**config.mk**
```make
export PLATFORM = sky130hd
export DESIGN_NAME = positional_list_engine_flat
export DESIGN_NICKNAME = d
export VERILOG_FILES = /design/src/rtl/core/ple_pkg.sv /design/src/rtl/core/ple_req_if.sv /design/src/rtl/core/ple_res_if.sv /design/src/rtl/core/ple_cell.sv /design/src/rtl/core/ple_scan.sv /design/src/rtl/core/positional_list_engine.sv /design/src/flat_wrapper.sv
export VERILOG_INCLUDE_DIRS = /design/src /design/src/rtl/core
export SDC_FILE = /design/constraint.sdc
export NUM_CORES = 2
export LEC_CHECK = 0
export BUFFER_PORTS_ARGS = -buffer_cell sky130_fd_sc_hd__buf_2
export CORE_MARGIN = 2
export CORE_UTILIZATION = 64
export DETAILED_ROUTE_END_ITERATION = 6
export PLACE_DENSITY = 0.82
export SLEW_MARGIN = 25
export SYNTH_ARGS = -nofsm -noshare
export SYNTH_HDL_FRONTEND = slang
export SYNTH_SLANG_ARGS = --single-unit
```
**constraint.sdc**
```tcl
create_clock -name i_clk -period 6.8 [get_ports i_clk]
set_input_delay 0.68 -clock i_clk [delete_from_list [all_inputs] [get_ports i_clk]]
set_output_delay 0.68 -clock i_clk [all_outputs]
set_load 0.05 [all_outputs]
```
**src/rtl/core/positional_list_engine_assert.svh**
```systemverilog
// assertion macros shared by the positional list engine
`ifndef POSITIONAL_LIST_ENGINE_ASSERT_SVH
`define POSITIONAL_LIST_ENGINE_ASSERT_SVH

// same-cycle implication, checked outside reset
`define PLE_ASSERT_NOW(lbl, clk, rst_n, ante, cons, msg) \
    lbl: assert property (@(posedge clk) disable iff (!(rst_n)) (ante) |-> (cons)) \
        else $error(msg);

// next-cycle implication, checked outside reset
`define PLE_ASSERT_NEXT(lbl, clk, rst_n, ante, cons, msg) \
    lbl: assert property (@(posedge clk) disable iff (!(rst_n)) (ante) |=> (cons)) \
        else $error(msg);

`endif

```
**src/rtl/core/ple_pkg.sv**
```systemverilog
// package: widths, codes and helpers of the positional list engine
package ple_pkg;

    // field widths
    localparam int CMD_W   = 2;
    localparam int POS_W   = 5;
    localparam int VAL_W   = 32;
    localparam int STAT_W  = 2;
    localparam int FIDX_W  = 4;
    localparam int CNT_W   = 5;

    // default list depth
    localparam int DEPTH_DEF = 16;

    // scan group size (hit bits examined per cycle)
    localparam int GRP_SZ  = 8;
    localparam int GRP_BW  = 3;

    // operation codes
    localparam logic [CMD_W-1:0] CMD_INS = 2'd0;
    localparam logic [CMD_W-1:0] CMD_REM = 2'd1;
    localparam logic [CMD_W-1:0] CMD_FND = 2'd2;

    // status codes
    localparam logic [STAT_W-1:0] ST_OK       = 2'd0;
    localparam logic [STAT_W-1:0] ST_FULL     = 2'd1;
    localparam logic [STAT_W-1:0] ST_BADPOS   = 2'd2;
    localparam logic [STAT_W-1:0] ST_NOTFOUND = 2'd3;

    // per-cell operation strobes
    typedef struct packed {
        logic ins;
        logic rem;
        logic fnd;
    } t_cell_op;

    // scan status towards the control
    typedef struct packed {
        logic done;
        logic found;
    } t_scan_st;

    // number of scan groups for a given depth
    function automatic int scan_groups(input int depth);
        return (depth + GRP_SZ - 1) >> GRP_BW;
    endfunction

    // width of the group counter
    function automatic int scan_grp_w(input int depth);
        return (scan_groups(depth) > 1) ? $clog2(scan_groups(depth)) : 1;
    endfunction

    // width of a compare operand covering both position and count
    function automatic int cmp_w(input int depth);
        return ($clog2(depth + 1) > POS_W) ? $clog2(depth + 1) : POS_W;
    endfunction

endpackage

```
**src/rtl/core/ple_req_if.sv**
```systemverilog
// request channel interface: operation, position and value
interface ple_req_if;
    logic                          valid;
    logic                          ready;
    logic [ple_pkg::CMD_W-1:0]     cmd;
    logic [ple_pkg::POS_W-1:0]     position;
    logic signed [ple_pkg::VAL_W-1:0] item_value;

    modport source (output valid, cmd, position, item_value, input ready);
    modport sink   (input valid, cmd, position, item_value, output ready);
endinterface

```
**src/rtl/core/ple_res_if.sv**
```systemverilog
// result channel interface: status, found index and entry count
interface ple_res_if;
    logic                          valid;
    logic                          ready;
    logic [ple_pkg::STAT_W-1:0]    status;
    logic [ple_pkg::FIDX_W-1:0]    found_index;
    logic [ple_pkg::CNT_W-1:0]     entry_count;

    modport source (output valid, status, found_index, entry_count, input ready);
    modport sink   (input valid, status, found_index, entry_count, output ready);
endinterface

```
**src/rtl/core/ple_cell.sv**
```systemverilog
// one list cell: holds an entry, shifts with its neighbours, compares on find
module ple_cell #(
    parameter int IDX  = 0,
    parameter int CMPW = 5
) (
    input  logic                            i_clk,
    input  ple_pkg::t_cell_op               i_op,
    input  logic [CMPW-1:0]                 i_pos,
    input  logic [CMPW-1:0]                 i_count,
    input  logic signed [ple_pkg::VAL_W-1:0] i_value,
    input  logic signed [ple_pkg::VAL_W-1:0] i_left,
    input  logic signed [ple_pkg::VAL_W-1:0] i_right,
    output logic signed [ple_pkg::VAL_W-1:0] o_entry,
    output logic                            o_hit
);

    localparam logic [CMPW-1:0] K = CMPW'(IDX);

    logic signed [ple_pkg::VAL_W-1:0] r_entry;
    logic                             r_hit;

    // entry update: insert opens a slot, remove closes one
    always_ff @(posedge i_clk) begin
        if (i_op.ins) begin
            if (K == i_pos) begin
                r_entry <= i_value;
            end else if (K > i_pos) begin
                r_entry <= i_left;
            end
        end else if (i_op.rem) begin
            if (K >= i_pos) begin
                r_entry <= i_right;
            end
        end
    end

    // match flag, only for live entries
    always_ff @(posedge i_clk) begin
        if (i_op.fnd) begin
            r_hit <= (K < i_count) && (r_entry == i_value);
        end
    end

    assign o_entry = r_entry;
    assign o_hit   = r_hit;

endmodule

```
**src/rtl/core/ple_scan.sv**
```systemverilog
// first-match search over the cell hit flags, one group of eight a cycle
module ple_scan #(
    parameter int DEPTH = ple_pkg::DEPTH_DEF
) (
    input  logic                                            i_clk,
    input  logic                                            i_rst_n,
    input  logic                                            i_start,
    input  logic [DEPTH-1:0]                                i_hits,
    output ple_pkg::t_scan_st                               o_st,
    output logic [ple_pkg::scan_grp_w(DEPTH)+ple_pkg::GRP_BW-1:0] o_index
);

    localparam int G  = ple_pkg::scan_groups(DEPTH);
    localparam int GW = ple_pkg::scan_grp_w(DEPTH);
    localparam int MW = G * ple_pkg::GRP_SZ;

    logic [MW-1:0]                   r_vec;
    logic [GW-1:0]                   r_grp;
    logic                            r_busy;
    logic [ple_pkg::GRP_SZ-1:0]      low;
    logic [ple_pkg::GRP_BW-1:0]      enc;
    logic                            any;
    logic                            last;

    // lowest set bit of the current group
    always_comb begin
        low = r_vec[ple_pkg::GRP_SZ-1:0];
        any = |low;
        enc = '0;
        for (int b = ple_pkg::GRP_SZ - 1; b >= 0; b--) begin
            if (low[b]) begin
                enc = ple_pkg::GRP_BW'(b);
            end
        end
    end

    assign last       = (r_grp == GW'(G - 1));
    assign o_st.done  = r_busy && (any || last);
    assign o_st.found = r_busy && any;
    assign o_index    = {r_grp, enc};

    // busy flag
    always_ff @(posedge i_clk) begin
        if (!i_rst_n) begin
            r_busy <= 1'b0;
        end else if (i_start) begin
            r_busy <= 1'b1;
        end else if (o_st.done) begin
            r_busy <= 1'b0;
        end
    end

    // hit vector shifts down a group each cycle while busy
    always_ff @(posedge i_clk) begin
        if (i_start) begin
            r_vec <= MW'(i_hits);
            r_grp <= '0;
        end else if (r_busy) begin
            r_vec <= r_vec >> ple_pkg::GRP_SZ;
            r_grp <= r_grp + GW'(1);
        end
    end

endmodule

```
**src/rtl/core/positional_list_engine.sv**
```systemverilog
// positional list engine: ordered list with insert, remove and find
// insert, remove and unused commands: result registered directly from the accepted request
// find: cells register hit flags, the load state starts the group-wise hit scan, result registered when it ends
// one request in flight; a new one is taken as the result register frees up
// synchronous active-low reset empties the list (count zero); entries are not cleared
`include "positional_list_engine_assert.svh"

module positional_list_engine #(
    parameter int DEPTH = ple_pkg::DEPTH_DEF
) (
    input  logic            i_clk,
    input  logic            i_rst_n,
    ple_req_if.sink         i_req,
    ple_res_if.source       o_res
);

    localparam int CW   = $clog2(DEPTH + 1);
    localparam int CMPW = ple_pkg::cmp_w(DEPTH);
    localparam int SIW  = ple_pkg::scan_grp_w(DEPTH) + ple_pkg::GRP_BW;
    localparam int OCW  = ple_pkg::CNT_W;
    localparam int FIW  = ple_pkg::FIDX_W;
    localparam int VW   = ple_pkg::VAL_W;

    localparam logic [1:0] S_IDLE = 2'd0;
    localparam logic [1:0] S_LOAD = 2'd1;
    localparam logic [1:0] S_SCAN = 2'd2;

    logic [1:0]                 r_state, n_state;
    logic [CW-1:0]              r_count, n_count;
    logic                       r_out_valid;
    logic [ple_pkg::STAT_W-1:0] r_status;
    logic [FIW-1:0]             r_fidx;
    logic [OCW-1:0]             r_ecnt;

    logic                       in_fire;
    logic                       is_ins, is_rem, is_fnd;
    logic                       full, bad_ins, bad_rem;
    logic [CMPW-1:0]            pos_x, cnt_x;
    ple_pkg::t_cell_op          op;
    logic [ple_pkg::STAT_W-1:0] imm_status;
    logic                       load_imm, load_scan;

    logic signed [VW-1:0]       entry [DEPTH];
    logic [DEPTH-1:0]           hits;
    ple_pkg::t_scan_st          scan_st;
    logic [SIW-1:0]             scan_idx;

    // handshake
    assign i_req.ready = (r_state == S_IDLE) && (!r_out_valid || o_res.ready);
    assign in_fire     = i_req.valid && i_req.ready;

    // decode and bounds checks
    always_comb begin
        is_ins  = (i_req.cmd == ple_pkg::CMD_INS);
        is_rem  = (i_req.cmd == ple_pkg::CMD_REM);
        is_fnd  = (i_req.cmd == ple_pkg::CMD_FND);
        pos_x   = CMPW'(i_req.position);
        cnt_x   = CMPW'(r_count);
        full    = (r_count == CW'(DEPTH));
        bad_ins = (pos_x > cnt_x);
        bad_rem = (pos_x >= cnt_x);
        op.ins  = in_fire && is_ins && !full && !bad_ins;
        op.rem  = in_fire && is_rem && !bad_rem;
        op.fnd  = in_fire && is_fnd;
    end

    // status of operations that finish at once
    always_comb begin
        priority if (is_ins && full) begin
            imm_status = ple_pkg::ST_FULL;
        end else if (is_ins && bad_ins) begin
            imm_status = ple_pkg::ST_BADPOS;
        end else if (is_rem && bad_rem) begin
            imm_status = ple_pkg::ST_BADPOS;
        end else begin
            imm_status = ple_pkg::ST_OK;
        end
    end

    // entry count
    always_comb begin
        priority if (op.ins) begin
            n_count = r_count + CW'(1);
        end else if (op.rem) begin
            n_count = r_count - CW'(1);
        end else begin
            n_count = r_count;
        end
    end

    // chain of cells
    for (genvar k = 0; k < DEPTH; k++) begin : g_cell
        logic signed [VW-1:0] left, right;
        if (k == 0) begin : g_first
            assign left = i_req.item_value;
        end else begin : g_mid_l
            assign left = entry[k-1];
        end
        if (k == DEPTH - 1) begin : g_last
            assign right = entry[k];
        end else begin : g_mid_r
            assign right = entry[k+1];
        end
        ple_cell #(
            .IDX  (k),
            .CMPW (CMPW)
        ) u_cell (
            .i_clk   (i_clk),
            .i_op    (op),
            .i_pos   (pos_x),
            .i_count (cnt_x),
            .i_value (i_req.item_value),
            .i_left  (left),
            .i_right (right),
            .o_entry (entry[k]),
            .o_hit   (hits[k])
        );
    end

    // first-match scan
    ple_scan #(
        .DEPTH (DEPTH)
    ) u_scan (
        .i_clk   (i_clk),
        .i_rst_n (i_rst_n),
        .i_start (r_state == S_LOAD),
        .i_hits  (hits),
        .o_st    (scan_st),
        .o_index (scan_idx)
    );

    // sequencer for find
    always_comb begin
        n_state = r_state;
        unique case (r_state)
            S_IDLE: begin
                if (op.fnd) begin
                    n_state = S_LOAD;
                end
            end
            S_LOAD: n_state = S_SCAN;
            S_SCAN: begin
                if (scan_st.done) begin
                    n_state = S_IDLE;
                end
            end
            default: n_state = S_IDLE;
        endcase
    end

    always_ff @(posedge i_clk) begin
        if (!i_rst_n) begin
            r_state <= S_IDLE;
            r_count <= '0;
        end else begin
            r_state <= n_state;
            r_count <= n_count;
        end
    end

    // result register
    assign load_imm  = in_fire && !is_fnd;
    assign load_scan = (r_state == S_SCAN) && scan_st.done;

    always_ff @(posedge i_clk) begin
        if (!i_rst_n) begin
            r_out_valid <= 1'b0;
        end else if (load_imm || load_scan) begin
            r_out_valid <= 1'b1;
        end else if (o_res.ready) begin
            r_out_valid <= 1'b0;
        end
    end

    always_ff @(posedge i_clk) begin
        if (load_imm) begin
            r_status <= imm_status;
            r_fidx   <= '0;
            r_ecnt   <= OCW'(n_count);
        end else if (load_scan) begin
            r_status <= scan_st.found ? ple_pkg::ST_OK : ple_pkg::ST_NOTFOUND;
            r_fidx   <= scan_st.found ? FIW'(scan_idx) : '0;
            r_ecnt   <= OCW'(r_count);
        end
    end

    assign o_res.valid       = r_out_valid;
    assign o_res.status      = r_status;
    assign o_res.found_index = r_fidx;
    assign o_res.entry_count = r_ecnt;

    // checks
    `PLE_ASSERT_NOW(a_count_bound, i_clk, i_rst_n, 1'b1, r_count <= CW'(DEPTH), "count over depth")
    `PLE_ASSERT_NEXT(a_find_loads, i_clk, i_rst_n, op.fnd, r_state == S_LOAD, "find did not start scan")
    `PLE_ASSERT_NOW(a_scan_done_state, i_clk, i_rst_n, scan_st.done, r_state == S_SCAN, "scan done outside scan")
    `PLE_ASSERT_NEXT(a_imm_result, i_clk, i_rst_n, load_imm, r_out_valid, "result not presented")

endmodule
```
**src/flat_wrapper.sv**
```systemverilog
// flat-port wrapper written by rule: the top's interface ports become plain ports
module positional_list_engine_flat 
#(
    parameter int DEPTH = ple_pkg::DEPTH_DEF
)
  (i_clk, i_rst_n, i_req_valid, i_req_cmd, i_req_position, i_req_item_value, i_req_ready, o_res_valid, o_res_status, o_res_found_index, o_res_entry_count, o_res_ready);
  ple_req_if i_req_i ();
  ple_res_if o_res_i ();
  input  logic i_clk;
  input  logic i_rst_n;
  input wire logic [$bits(i_req_i.valid)-1:0] i_req_valid;
  input wire logic [$bits(i_req_i.cmd)-1:0] i_req_cmd;
  input wire logic [$bits(i_req_i.position)-1:0] i_req_position;
  input wire logic [$bits(i_req_i.item_value)-1:0] i_req_item_value;
  output wire logic [$bits(i_req_i.ready)-1:0] i_req_ready;
  output wire logic [$bits(o_res_i.valid)-1:0] o_res_valid;
  output wire logic [$bits(o_res_i.status)-1:0] o_res_status;
  output wire logic [$bits(o_res_i.found_index)-1:0] o_res_found_index;
  output wire logic [$bits(o_res_i.entry_count)-1:0] o_res_entry_count;
  input wire logic [$bits(o_res_i.ready)-1:0] o_res_ready;
  assign i_req_i.valid = i_req_valid;
  assign i_req_i.cmd = i_req_cmd;
  assign i_req_i.position = i_req_position;
  assign i_req_i.item_value = i_req_item_value;
  assign i_req_ready = i_req_i.ready;
  assign o_res_valid = o_res_i.valid;
  assign o_res_status = o_res_i.status;
  assign o_res_found_index = o_res_i.found_index;
  assign o_res_entry_count = o_res_i.entry_count;
  assign o_res_i.ready = o_res_ready;
  positional_list_engine #(.DEPTH(DEPTH)) u_core (.i_clk(i_clk), .i_rst_n(i_rst_n), .i_req(i_req_i), .o_res(o_res_i));
endmodule
```
# Word level (Yosys, flattened, before mapping)

Index checks and enable logic that the tools add are counted.
Widths: inputs -> output; s select.

ROM bits: 0
Memories: 0
Bits in registers: 565
RAM bits: 0
Output and inout bits: 13
Latch bits: 0

Div/mod/pow operators: 0
$lt $le $gt $ge: 49
Bitwise gates (word level): 0
Shift operators: 0
Reduce and logical (&&, ||, !) cells: 81
Multipliers: 0
Multiplexer cells: 105
Add/subtract/negate cells: 3
Equality and inequality tests: 53

Operator list:

| operator           | count |
|---|---|
| $mux 32            | 77 |
| $eq 32x32->1       | 16 |
| $reduce_and 3->1   | 15 |
| $ne 3x3->1 const B | 14 |
| $reduce_bool 2->1  | 21 |
| $eq 4x5->1 const A | 8 |
| $gt 4x5->1 const A | 8 |
| $lt 4x5->1 const A | 8 |
| $ge 4x5->1 const A | 7 |
| $mux 16            | 2 |
| $logic_and 1x1->1  | 31 |
| $mux 3             | 8 |
| $eq 3x5->1 const A | 4 |
| $ge 3x5->1 const A | 4 |
| $gt 3x5->1 const A | 4 |
| $lt 3x5->1 const A | 4 |
| $mux 5             | 4 |
| $mux 2             | 8 |
| $eq 2x5->1 const A | 2 |
| $ge 1x5->1 const A | 2 |
| $ge 2x5->1 const A | 2 |
| $gt 1x5->1 const A | 2 |
| $gt 2x5->1 const A | 2 |
| $lt 1x5->1 const A | 2 |
| other kinds (22)   | 36 |

# Longest topological paths before layout

Word-level depth: 9
Depth in mapped cells: 13

# Cells and area by module

A second synthesis with hierarchy kept.

Cell total of the unflattened synthesis: 3176
Area total of the unflattened synthesis: 34906.0 µm²

Modules (own cells, without submodules):

| module                                  | area each (µm²) | cells each | instances |
|---|---|---|---|
| ple_cell (u_core.g_cell[12].u_cell ...) | 2050.7          | 188        | 2 |
| ple_cell (u_core.g_cell[10].u_cell)     | 2113.3          | 189        | 1 |
| ple_cell (u_core.g_cell[9].u_cell)      | 2079.5          | 190        | 1 |
| ple_cell (u_core.g_cell[2].u_cell)      | 2064.5          | 188        | 1 |
| ple_cell (u_core.g_cell[0].u_cell)      | 2060.7          | 187        | 1 |
| ple_cell (u_core.g_cell[14].u_cell)     | 2059.5          | 187        | 1 |
| ple_cell (u_core.g_cell[3].u_cell)      | 2058.2          | 187        | 1 |
| ple_cell (u_core.g_cell[4].u_cell)      | 2054.5          | 189        | 1 |
| ple_cell (u_core.g_cell[11].u_cell)     | 2053.2          | 188        | 1 |
| ple_cell (u_core.g_cell[13].u_cell)     | 2053.2          | 187        | 1 |
| ple_cell (u_core.g_cell[8].u_cell)      | 2050.7          | 187        | 1 |
| ple_cell (u_core.g_cell[6].u_cell)      | 2048.2          | 188        | 1 |
| ple_cell (u_core.g_cell[15].u_cell)     | 2047.0          | 187        | 1 |
| ple_cell (u_core.g_cell[1].u_cell)      | 2043.2          | 187        | 1 |
| +3 rows                                 | n/a             | n/a        | n/a |

# Least setup slack after synthesis

No wires, ideal clock.

Path type: input to register
From: in i_req_position[0]
To: reg u_core.g_cell[0].u_cell.r_entry (netlist bit u_core.g_cell[0].u_cell.o_entry[0]), enable pin
Cell stages on the path: 9
Path slack: 1.023 ns
Arrival: 5.275 ns
Buffers on the path: 2
Required time: 6.298 ns
Path through: buf_2 inv_1 ha_1 and2_1 nand2_1 a21boi_1 or4_1 buf_2 nor4_1

Longest elaborated chain between the ends: 5
Elaborated cells on any way between the ends: 13

Ends and longest elaborated chain:

| item                                                             | RTL line                                                   | text |
|---|---|---|
| start, declared                                                  | flat_wrapper.sv:13                                         | `input wire logic [$bits(i_req_i.position)-1:0] i_req_position;` |
| $gt 5x5->1 or $ge 5x5->1 (tied branches)                         | positional_list_engine.sv:60, positional_list_engine.sv:61 |  |
| $logic_not 1->1, on equally long branches                        | positional_list_engine.sv:62, positional_list_engine.sv:63 |  |
| $logic_and 1x1->1, on equally long branches                      | positional_list_engine.sv:62, positional_list_engine.sv:63 |  |
| $ne 3x1->1 (no source line) or $reduce_bool 2->1 (tied branches) | n/a                                                        |  |
| $reduce_and 3->1 (no source line) (*)                            | n/a                                                        |  |
| end signal, assigned                                             | ple_cell.sv:26                                             | `r_entry <= i_value;` |
| end signal, assigned                                             | ple_cell.sv:28                                             | `r_entry <= i_left;` |
| end signal, assigned                                             | ple_cell.sv:32                                             | `r_entry <= i_right;` |
| end, declared                                                    | ple_cell.sv:19                                             | `logic signed [ple_pkg::VAL_W-1:0] r_entry;` |

Every way passes the cells marked *; elsewhere a longest branch is shown, timed or not.
A chain may end at the register's enable or synchronous reset.

# Final worst setup path

From: reg u_core.r_count[4] (netlist: u_core.cnt_x[4])
To: reg u_core.g_cell[6].u_cell.r_entry (netlist bit u_core.g_cell[6].u_cell.o_entry[16]), enable pin

Longest elaborated chain between the ends: 6
Elaborated cells on any way between the ends: 13

Ends and longest elaborated chain:

| item                                               | RTL line                      | text |
|---|---|---|
| start, declared                                    | positional_list_engine.sv:29  | `logic [CW-1:0] r_count, n_count;` |
| start signal, assigned                             | positional_list_engine.sv:157 | `r_count <= n_count;` |
| branches (longest 5 deep; another with $gt 5x5->1) | n/a                           |  |
| $reduce_and 3->1 (no source line) (*)              | n/a                           |  |
| end signal, assigned                               | ple_cell.sv:26                |  |
| end signal, assigned                               | ple_cell.sv:28                |  |
| end signal, assigned                               | ple_cell.sv:32                |  |
| end, declared                                      | ple_cell.sv:19                |  |

Every way passes the cells marked *.

==> impl_metrics.json <==
{
  "syn_nets": 3272,
  "r2r_cells": 11,
  "drive_above_1_share_pct": 9.221,
  "viasPerCell": 6.864,
  "syn_to_final_growth_pct": 7.078,
  "worstHoldPathType": "primary input to register",
  "ys_seq_elements": 565,
  "required_ns": 7.15,
  "layout.cells.non_filler": 3847,
  "p_per_area_nw_per_um2": 211.4,
  "synth_edf_count": 551,
  "drc": 3,
  "leakage_nw": 14.30,
  "ant_nets": 0,
  "routed_wl_um": 110600,
  "track_usage_pct": 39.21,
  "clock_sinks": 565,
  "final_nets": 3162,
  "vias": 26404,
  "drt-pass1-iter-count": 7,
  "netlist_area_sq_um": 34260,
  "run_status": "complete, but fails checks",
  "insertion_delay_ns": 0.64,
  "io_pins": 56,
  "synthCells": 3220,
  "h-tree-depth": 2,
  "holdPathEnd": "u_core.o_res.found_index[2]$_SDFFE_PP0P_",
  "setup_viol": 0,
  "wl_per_cell_um": 28.75,
  "yosysUniqueCellTypes": 56,
  "endpoint_kind": "register",
  "gp_congestion": 0.9819,
  "holdPathStages": 2,
  "relSlewSlack_pct": 15.60,
  "portBuffers": 55,
  "cts.clk_slew.worst_paths_ns": 0.06,
  "ys_seq_area_share_pct": 49.12,
  "tns_ns": 0,
  "rows": 84,
  "ys_warn_count": 0,
  "cts_hold_buf": 0,
  "fin_crit_sh_pct": 63.08,
  "r2r_end": "u_core.g_cell[6].u_cell.o_entry[16]$_DFFE_PP_",
  "cp_data_arrival_time_ns": 4.63,
  "dp.cells": 3736,
  "cts_resized": 0,
  "grt_first_pass_wirelength_um": 162200,
  "start_kind": "register",
  "r2r_start": "u_core.cnt_x[4]$_SDFF_PN0_",
  "die-area_sq_um": 55390,
  "antenna_found_initial": 8,
  "max_cap_violations": 0,
  "critPathKind": "register to register",
  "crit_fanout": 34,
  "peakVddDrop_v": 0.0001935,
  "tightest_slew_ns": 1.256,
  "synthArstFlopShare_pct": 0,
  "coreArea_sq_um": 52760,
  "cts_setup_buffers": 0,
  "synth-main-ff-cell": "edfxtp_1",
  "grt_max_degree": 208,
  "hold_viol_final": 0,
  "cts_made_buffers": 60,
  "cts_root_buffer": "clkbuf_16",
  "r2r_setup_slack_ns": 2.51,
  "cts_tree": "yes",
  "grt_remaining_overflow": 0,
  "dpl.hpwl_um": 76030,
  "min-delay-start": "i_req_valid",
  "slew_viol_final": 0,
  "cts_max_path_buffers": 3,
  "die_x_um": 235.4,
  "grt_pass1_vias": 25205,
  "first_iter_violations": 3744,
  "synth_area_per_cell_sq_um": 10.64,
  "utilization_pct": 69.53,
  "fmax_ghz": 0.2331,
  "start_util_pct": 64.93,
  "rsz0062_at_grt": "no",
  "finalCriticalPeriod_ns": 4.290,
  "violations": "design-rule violations",
  "die_y_um": 235.4,
  "fin_total_pwr_mw": 7.757,
  "skew_ns": 0.02589
}
logic make-up (layout without fill, tap and decap cells):
| family | Yosys count | count (layout) | share of synthesized area [%] |
|---|---|---|---|
| mux | 489 | 489 | 14.43 |
| fa+ha+maj | 9 | 9 | 0.3287 |
| buf+inv | 311 | 247 | 4.397 |
| compound gates | 496 | 496 | 7.513 |
| flops | 565 | 565 | 49.12 |
| other cells | 0 | 3 | 0 |
| simple gates | 833 | 833 | 10.99 |
| xor+xnor | 517 | 517 | 13.22 |
registers in the layout (all words and copies together) (netlist names):
signal / count
u_core.g_cell.u_cell.o_entry: 512
u_core.g_cell.u_cell.o_hit: 16
u_core.u_scan.r_vec: 16
u_core.cnt_x: 5
u_core.o_res.entry_count: 5
u_core.o_res.found_index: 4
u_core.o_res.status: 2
u_core.r_state: 2
u_core.o_res.valid: 1
u_core.u_scan.last: 1
u_core.u_scan.r_busy: 1
final cells by class:
type	instances	area, sq um
antenna	3	7.507
clock buffer	69	1556
clock inverter	39	286.5
fill	3815	16080
inverter	9	33.78
multi-input combinational	2344	16140
sequential	565	16830
tap	688	860.8
timing repair buffer	130	973.4
how the worst max path moves through the flow:
| stage | slack (ns) | cells after the start | endpoint | start |
|---|---|---|---|---|
| 2_1_floorplan | 1.02 | 9 | u_core.g_cell[0].u_cell.o_entry[0]$_DFFE_PP_ | i_req_position[0] |
| 3_3_place_gp | 2.09 | 10 | u_core.g_cell[6].u_cell.o_entry[31]$_DFFE_PP_ | i_req_position[3] |
| 3_5_place_dp | 2.31 | 11 | u_core.g_cell[6].u_cell.o_entry[6]$_DFFE_PP_ | i_req_position[3] |
| 4_1_cts | 2.58 | 11 | u_core.g_cell[6].u_cell.o_entry[3]$_DFFE_PP_ | u_core.cnt_x[4]$_SDFF_PN0_ |
| 5_1_grt | 2.32 | 11 | u_core.g_cell[6].u_cell.o_entry[3]$_DFFE_PP_ | u_core.cnt_x[4]$_SDFF_PN0_ |
| 6_report | 2.51 | 11 | u_core.g_cell[6].u_cell.o_entry[16]$_DFFE_PP_ | u_core.cnt_x[4]$_SDFF_PN0_ |
routing by layer:
layer,global-route usage (%),wire length (um),share of wire [%],up-vias
met5,0,48,0.043,-
met4,26.10,8864,8.0,8
met3,8.712,12330,11,452
met2,60.13,49310,45,1938
met1,50.22,40040,36,12793
li1,-,-,-,11213
placed cells by master, fill, tap and decap left out, types with 20 or more instances in the layout:
| cell | count |
|---|---|
| buf_2 | 55 |
| nor2_1 | 22 |
| mux2i_1 | 449 |
| buf_4 | 66 |
| o21ai_0 | 284 |
| clkbuf_16 | 61 |
| nor4_1 | 92 |
| xor2_1 | 319 |
| xnor2_1 | 198 |
| o21ai_1 | 172 |
| nand4_1 | 61 |
| mux2_2 | 40 |
| nand3_1 | 20 |
| edfxtp_1 | 551 |
| nand2_1 | 560 |
synth_stat cells, drive strengths merged, types with 4 or more instances:
master,instances,share of area (%)
mux2i,449,13
and2,16,0.29
nor3,19,0.35
nor4,99,1.9
nand4,61,1.1
inv,9,0.099
mux2,40,1.3
xnor2,198,5.1
clkbuf,162,1.8
dfxtp,14,0.82
edfxtp,551,48
o21ai,456,6.7
nor2,28,0.31
nor2b,6,0.11
nand2,563,6.2
a2111oi,4,0.10
ha,9,0.33
xor2,319,8.2
a31oi,4,0.073
buf,140,2.5
or4,4,0.088
nand3,21,0.31
a21oi,10,0.15
critical path: stages (launching register included):
cell	delay, ns
dfxtp_1	0.66
inv_1	0.24
ha_1	0.35
and3_1	0.19
nand2_1	0.10
a21boi_1	0.21
or4_1	0.50
buf_4	0.24
nor3_4	0.13
buf_4	0.43
a21boi_4	0.67
buf_16	0.24
report_power, final:
part | leakage, nW | total, mW | switching [mW] | internal, mW
Combinational | 8.31 | 0.687 | 0.471 | 0.217
Clock | 0.900 | 3.19 | 1.42 | 1.78
Sequential | 5.09 | 3.88 | 0.0404 | 3.84
Total | 14.3 | 7.76 | 1.93 | 5.83
through the flow:
step                      setup WS (ns)  area (sq um)  hold slack, ns
final                             2.510         36680          0.3184
after global routing              2.318         36680          0.3208
after CTS                         2.582         36670          0.2941
after detailed placement          2.315         34830          0.4548
after global placement            2.087         34700          0.4478
after floorplan                   1.023         34260          0.4967
No activity file was read; power rests on OpenSTA's default activity.
